--- config.mk ---
export PLATFORM = sky130hd
export DESIGN_NAME = sorted_list_engine_unit
export DESIGN_NICKNAME = d
export VERILOG_FILES = /design/src/sv/sle_pkg.sv /design/src/sv/sorted_list_engine_unit.sv /design/src/sv/sle_cell.sv
export SDC_FILE = /design/constraint.sdc
export NUM_CORES = 2
export LEC_CHECK = 0
export BUFFER_PORTS_ARGS = -buffer_cell sky130_fd_sc_hd__buf_4
export CAP_MARGIN = 10
export CORE_MARGIN = 2
export CORE_UTILIZATION = 55
export DETAILED_ROUTE_END_ITERATION = 7
export PLACE_DENSITY = 0.79
export SLEW_MARGIN = 20
export SYNTH_ARGS = -nofsm -noshare
export SYNTH_HDL_FRONTEND = slang
export SYNTH_SLANG_ARGS = --single-unit
--- constraint.sdc ---
create_clock -name clock -period 9.4 [get_ports clock]
set_clock_uncertainty 0.1 [all_clocks]
set_input_delay 1.41 -clock clock [delete_from_list [all_inputs] [get_ports clock]]
set_output_delay 1.41 -clock clock [all_outputs]
set_load 0.02 [all_outputs]
--- src/sv/sle_pkg.sv ---
// shared types and constants for the sorted list engine
// no dependencies; imported by every module of the block
package sle_pkg;

   localparam int DEF_CAPACITY = 16;
   localparam int VALUE_W      = 32;
   localparam int POS_W        = 4;
   localparam int COUNT_W      = 5;

   localparam logic [1:0] CMD_INSERT = 2'd0;
   localparam logic [1:0] CMD_FIND   = 2'd1;
   localparam logic [1:0] CMD_REMOVE = 2'd2;

   typedef struct packed {
      logic [1:0]                cmd;
      logic signed [VALUE_W-1:0] value;
   } req_type;

   typedef struct packed {
      logic             ok;
      logic [POS_W-1:0] position;
      logic [COUNT_W-1:0] entry_count;
   } rsp_type;

   typedef enum logic [1:0] {
      ST_IDLE,
      ST_CMP,
      ST_EXEC
   } state_type;

   // per-cycle control broadcast to every cell
   typedef struct packed {
      logic                      cmp_en;
      logic                      ins_en;
      logic                      rem_en;
      logic signed [VALUE_W-1:0] key;
   } cell_ctl_type;

endpackage

--- src/sv/sorted_list_engine_unit.sv ---
// sorted list engine: top level with control sequencer and cell chain
// depends on sle_pkg and sle_cell
//
// Keeps up to CAPACITY signed 32-bit values in ascending order in a row of
// cells. Each item (cmd, value) is accepted when start is high and busy is
// low; busy then stays high through the compare and execute states, and one
// result appears on rsp_payload with rsp_valid high for exactly one cycle,
// from registers loaded in the execute state. The receiver cannot stall it,
// so it must take the result in that cycle. A new item may be started in the
// cycle the result is shown, but none is taken while one is in progress. The
// sequencer steps are: every cell compares its entry with the key, then the
// boundary cell is located and the chain shifts, then the registered result
// is presented. Insert puts the value before the first entry greater than
// or equal to it and fails on a full list; find and remove act on the first
// equal entry. position is 0 whenever ok is 0 and carries the low 4 bits of
// the index; entry_count the low 5 bits of the count. Unused command code 3
// gives ok 0 and changes nothing. No clearing pass is needed after reset;
// entries above the count are never looked at.
module sorted_list_engine_unit
   import sle_pkg::*;
#(
   parameter int CAPACITY = DEF_CAPACITY
)(
   input  logic    clock,
   input  logic    reset,
   input  logic    start,
   output logic    busy,
   input  req_type req_payload,
   output logic    rsp_valid,
   output rsp_type rsp_payload
);

   localparam int CNT_W = $clog2(CAPACITY + 1);

   state_type state_ff, state_in;

   // captured item
   logic [1:0]                cmd_ff, cmd_in;
   logic signed [VALUE_W-1:0] key_ff, key_in;

   // entry count
   logic [CNT_W-1:0] count_ff, count_in;

   // registered result
   logic    rsp_valid_ff, rsp_valid_in;
   rsp_type rsp_ff, rsp_in;

   cell_ctl_type ctl;

   // chain wiring
   logic signed [VALUE_W-1:0] cell_value [CAPACITY];
   logic [CAPACITY-1:0]       cell_lt;
   logic [CAPACITY-1:0]       cell_eq;
   logic [CAPACITY-1:0]       cell_bnd;
   logic [CAPACITY-1:0]       cell_active;

   // decode of the boundary cell
   logic             found;
   logic [POS_W-1:0] bnd_pos;
   logic             full;

   assign full = (count_ff == CNT_W'(CAPACITY));

   always_comb begin
      found   = 1'b0;
      bnd_pos = '0;
      for (int i = 0; i < CAPACITY; i++) begin
         found   = found | (cell_bnd[i] & cell_eq[i]);
         bnd_pos = bnd_pos | (cell_bnd[i] ? POS_W'(i) : '0);
      end
   end

   // the cell row
   for (genvar g = 0; g < CAPACITY; g++) begin : g_cell
      logic                      left_lt;
      logic signed [VALUE_W-1:0] left_value;
      logic signed [VALUE_W-1:0] right_value;

      assign cell_active[g] = (CNT_W'(g) < count_ff);

      if (g == 0) begin : g_first
         // cell 0 always sees a smaller left neighbor
         assign left_lt    = 1'b1;
         assign left_value = ctl.key;
      end else begin : g_mid
         assign left_lt    = cell_lt[g-1];
         assign left_value = cell_value[g-1];
      end

      if (g == CAPACITY - 1) begin : g_last
         assign right_value = cell_value[g];
      end else begin : g_inner
         assign right_value = cell_value[g+1];
      end

      sle_cell u_cell (
         .clock       (clock),
         .ctl         (ctl),
         .active      (cell_active[g]),
         .left_lt     (left_lt),
         .left_value  (left_value),
         .right_value (right_value),
         .value_ff    (cell_value[g]),
         .lt_ff       (cell_lt[g]),
         .eq_ff       (cell_eq[g]),
         .bnd         (cell_bnd[g])
      );
   end

   always_ff @(posedge clock) begin
      if (reset) begin
         state_ff     <= ST_IDLE;
         count_ff     <= '0;
         rsp_valid_ff <= 1'b0;
      end else begin
         state_ff     <= state_in;
         count_ff     <= count_in;
         rsp_valid_ff <= rsp_valid_in;
      end
   end

   always_ff @(posedge clock) begin
      cmd_ff <= cmd_in;
      key_ff <= key_in;
      rsp_ff <= rsp_in;
   end

   // sequencer: next state, chain control and result
   always_comb begin
      state_in     = state_ff;
      cmd_in       = cmd_ff;
      key_in       = key_ff;
      count_in     = count_ff;
      rsp_valid_in = 1'b0;
      rsp_in       = rsp_ff;
      ctl.cmp_en   = 1'b0;
      ctl.ins_en   = 1'b0;
      ctl.rem_en   = 1'b0;
      ctl.key      = key_ff;
      busy         = (state_ff != ST_IDLE);

      case (state_ff)
         ST_IDLE: begin
            if (start) begin
               cmd_in   = req_payload.cmd;
               key_in   = req_payload.value;
               state_in = ST_CMP;
            end
         end
         ST_CMP: begin
            // every cell compares its entry against the key
            ctl.cmp_en = 1'b1;
            state_in   = ST_EXEC;
         end
         ST_EXEC: begin
            rsp_valid_in    = 1'b1;
            rsp_in.ok       = 1'b0;
            rsp_in.position = '0;
            case (cmd_ff)
               CMD_INSERT: begin
                  if (!full) begin
                     ctl.ins_en      = 1'b1;
                     count_in        = count_ff + 1'b1;
                     rsp_in.ok       = 1'b1;
                     rsp_in.position = bnd_pos;
                  end
               end
               CMD_FIND: begin
                  if (found) begin
                     rsp_in.ok       = 1'b1;
                     rsp_in.position = bnd_pos;
                  end
               end
               CMD_REMOVE: begin
                  if (found) begin
                     ctl.rem_en      = 1'b1;
                     count_in        = count_ff - 1'b1;
                     rsp_in.ok       = 1'b1;
                     rsp_in.position = bnd_pos;
                  end
               end
               default: begin
                  // unused code: nothing changes
               end
            endcase
            rsp_in.entry_count = COUNT_W'(count_in);
            state_in = ST_IDLE;
         end
         default: begin
            state_in = ST_IDLE;
         end
      endcase
   end

   assign rsp_valid   = rsp_valid_ff;
   assign rsp_payload = rsp_ff;

endmodule

--- src/sv/sle_cell.sv ---
// one storage cell of the sorted list chain
// depends on sle_pkg for the control struct and widths
module sle_cell
   import sle_pkg::*;
(
   input  logic                      clock,
   input  cell_ctl_type              ctl,
   input  logic                      active,
   input  logic                      left_lt,
   input  logic signed [VALUE_W-1:0] left_value,
   input  logic signed [VALUE_W-1:0] right_value,
   output logic signed [VALUE_W-1:0] value_ff,
   output logic                      lt_ff,
   output logic                      eq_ff,
   output logic                      bnd
);

   logic signed [VALUE_W-1:0] value_in;
   logic                      lt_in;
   logic                      eq_in;

   // first cell at or above the key
   assign bnd = left_lt && !lt_ff;

   always_comb begin
      value_in = value_ff;
      lt_in    = lt_ff;
      eq_in    = eq_ff;
      if (ctl.cmp_en) begin
         lt_in = active && (value_ff < ctl.key);
         eq_in = active && (value_ff == ctl.key);
      end
      if (ctl.ins_en && !lt_ff) begin
         value_in = left_lt ? ctl.key : left_value;
      end else if (ctl.rem_en && !lt_ff) begin
         value_in = right_value;
      end
   end

   always_ff @(posedge clock) begin
      value_ff <= value_in;
      lt_ff    <= lt_in;
      eq_ff    <= eq_in;
   end

endmodule

==> reports/results.ini <==
[timing]
setup_viol=0
setup-tns-final_ns=0
period_needed_ns=4.76
drv_slew=0
hold_viol=0
fmax_mhz=210
whs_ns=0.504
worst_pin_slew_ns=1.20
rsz0062_at_grt=false
slew_headroom_pct=20.1
period_share_pct=50.7

[worst_hold_path]
worstHoldPathCells=2
hold_end=g_cell[14].u_cell.value_ff[0]
min_from=g_cell[15].u_cell.value_ff[0]
min_path_type=reg -> reg

[clock_tree]
clk_path_buf_depth=3
post_cts_buffers=0
clock_latency_ns=0.62
clock_sinks=596
cts_tree=built
cts_buffers=70
cts_root_buf=clkbuf_16
post_cts_resized=0
cts_hold_buf=0
clk_pin_slew_worst_paths_ns=0.06
cts_max_level=3

[power]
peakVddDrop_mv=0.137
leakage_nw=17.8
power.density_nw_per_um2=146

[floorplanning]
start_util_pct=55.5
dieArea_um2=75700
die_y_um=275
rows=99
boundaryPins=49
core-area_um2=72800
die_x_um=275

[global_routing]
grt_start_max_net_pins=65
antenna_found_initial=1
grt_pass1_wl_mm=185
grt_pass1_vias=30900
gr-total-overflow=0
grt_use_total_pct=31.9

[finish]
multi_input_area_um2=21500
fillCellCount=5911
stdcell_area_um2=43900
diodes=0
final_cell_mix=647 x a21oi_1, 588 x edfxtp_1, 518 x ha_1, 506 x nor2_1, 454 x mux2i_1
layout_commonest_cell=a21oi_1
fin_nets=4314
seq_area_um2=17800
drive_gt1_share_pct=8.84
area_growth_pct=8.55

[setup_path]
ff2ff_path_depth=7
reg2reg_from=g_cell[0].left_value[22]
crit_slowest_cell=nor4_1
worst_ep_arrival_time_ns=5.04
path_common_cell=nand4_1
path_cells=inv_1, ha_1, nand4_1, nor4_1, o311ai_0, nand4_1, mux2_2
worst-path-buf-inv=1
rrSetupSlack_ns=4.64
cpLargestDelayFamily=simple AND/OR/NAND/NOR gates
crit_path_max_incr_delay_ns=0.96
required_ns=9.68
r2r-end=g_cell[0].u_cell.lt_ff
worstSetupStartpointType=flop
end_kind=flop
crit_type=reg -> reg
cp_max_fo=17

[logic_synthesis]
avgSynthCellArea_um2=10.7
synth-edff-count=588
ys_seq_area_share_pct=44.1
synth_top_area_share_pct=43.7
yosysWarnings=0
synth_top_family_by_area=adder cells
synth_mux_area_share_pct=13.2
synth_cell_types=72
synthArstFlopShare_pct=0
syn_area_um2=40400
synth.largest_area_cell=edfxtp_1
synth.net_count=4343
ys_seq_elements=596
synthSimpleGateAreaFrac_pct=11.0
synth_xor_area_share_pct=0.0650
syn_inst=3788
synth_area_leaders=edfxtp_1 44%, ha_1 16%, mux2i_1 11%, a21oi_1 8.0%, nor2_1 4.9%
synth_flop_cell=edfxtp_1
synth-compound-area-share_pct=12.5
synthAdderAreaFrac_pct=16.0

[routing]
via_count=32000
initialDrtViolationCount=3925
drcViolationCount=0
first_pass_iters=6
drtAntennaViolNets=0
wl_per_cell_um=25.7
drt_wl_total_mm=123
avgViaCountPerCell=6.70

[status]
status=finished clean

[place]
place_area_um2=41700
dpl.hpwl_mm=87.4
place.gp.congestion=0.946
port_buffers=48

[run]
cap_violations=0

-- final cells by class --
type                    instances  share of cell area [%]
flip-flops and latches        596                    40.6
clock buffers                  88                    4.31
inverters                      80                   0.684
repair buffers                122                    2.10
multi-input cells            2889                    48.9
well taps                     959                    2.73
clock inverters                39                   0.679
-- how the worst max path moves through the flow --
stage | from | cells after the start | slack, ns | endpoint
after floorplan | count_ff[1] | 7 | 5.88 | g_cell[15].u_cell.value_ff[0]
after global placement | g_cell[0].left_value[22] | 7 | 4.81 | g_cell[0].u_cell.lt_ff
after detailed placement | g_cell[0].left_value[22] | 7 | 4.83 | g_cell[0].u_cell.lt_ff
after CTS | g_cell[0].left_value[22] | 7 | 4.80 | g_cell[0].u_cell.lt_ff
after global routing | g_cell[0].left_value[22] | 7 | 4.57 | g_cell[0].u_cell.lt_ff
final | g_cell[0].left_value[22] | 7 | 4.64 | g_cell[0].u_cell.lt_ff
-- logic make-up (layout without fill, tap and decap cells) --
| logic type | count (synthesis) | after routing |
|---|---|---|
| muxes | 524 | 524 |
| AOI/OAI and AO/OA | 893 | 893 |
| xor gates and xnor gates | 3 | 3 |
| DFF | 596 | 596 |
| adders and majority gates | 518 | 518 |
| buffers and inverters | 303 | 329 |
| and+or+nand+nor | 951 | 951 |
-- power by group --
group          internal [mW]  total, mW  switching (mW)  leakage, nW
combinational          0.257      0.700           0.443         11.3
sequential              2.94       2.99          0.0550         5.40
clock                   1.54       2.70            1.16         1.08
total                   4.73       6.39            1.66         17.8
-- metrics by stage --
stage / instances / utilization [%] / setup WS (ns) / power [mW]
2_1_floorplan: 3788 / - / 5.88 / 3.49
3_5_place_dp: 4646 / 57.2 / 4.83 / 3.72
4_1_cts: 4773 / 60.3 / 4.80 / 6.38
3_3_place_gp: 4645 / 57.2 / 4.81 / 3.70
6_report: 4773 / 60.3 / 4.64 / 6.39
5_1_grt: 4773 / 60.3 / 4.57 / 6.56
-- flip-flops by register name, indices dropped and copies added, names as in the netlist --
register and count:
rsp_payload 10, g_cell.left_value 32, state_ff 2, rsp_valid 1, g_cell.u_cell.lt_ff 16, cmd_ff 2, g_cell.u_cell.value_ff 512, count_ff 5
g_cell.u_cell.eq_ff 16
-- tightest hold or removal path: stages (launching register included) --
cell,delay (ns)
edfxtp_1,0.34
nor2_1,0.05
a21oi_1,0.10
-- cell usage after synthesis (9+ instances only) --
| library cell | instances |
|---|---|
| nor2b_1 | 33 |
| nand3_1 | 50 |
| a21o_1 | 45 |
| nand4_1 | 78 |
| nor3_1 | 22 |
| a221o_1 | 9 |
| mux2_2 | 69 |
| inv_1 | 80 |
| nor4_1 | 19 |
| o211ai_1 | 18 |
| mux2i_1 | 454 |
| o21ai_0 | 63 |
| a21boi_0 | 12 |
| ha_1 | 518 |
| a221oi_1 | 24 |
| buf_2 | 87 |
| edfxtp_1 | 588 |
| nand2_1 | 135 |
| o21a_1 | 10 |
| nor2_8 | 9 |
| a21oi_1 | 647 |
| a31oi_1 | 11 |
| nor2_1 | 523 |
| clkbuf_1 | 128 |
| and4_1 | 29 |
-- metal layers --
metal  global-route usage (%)  share of wire (%)
met1                     44.3                 41
met2                     49.7                 45
met3                     6.47                 11
met4                     11.3                3.8
met5                        0             0.0090
Power figures use the tool's default switching activity.
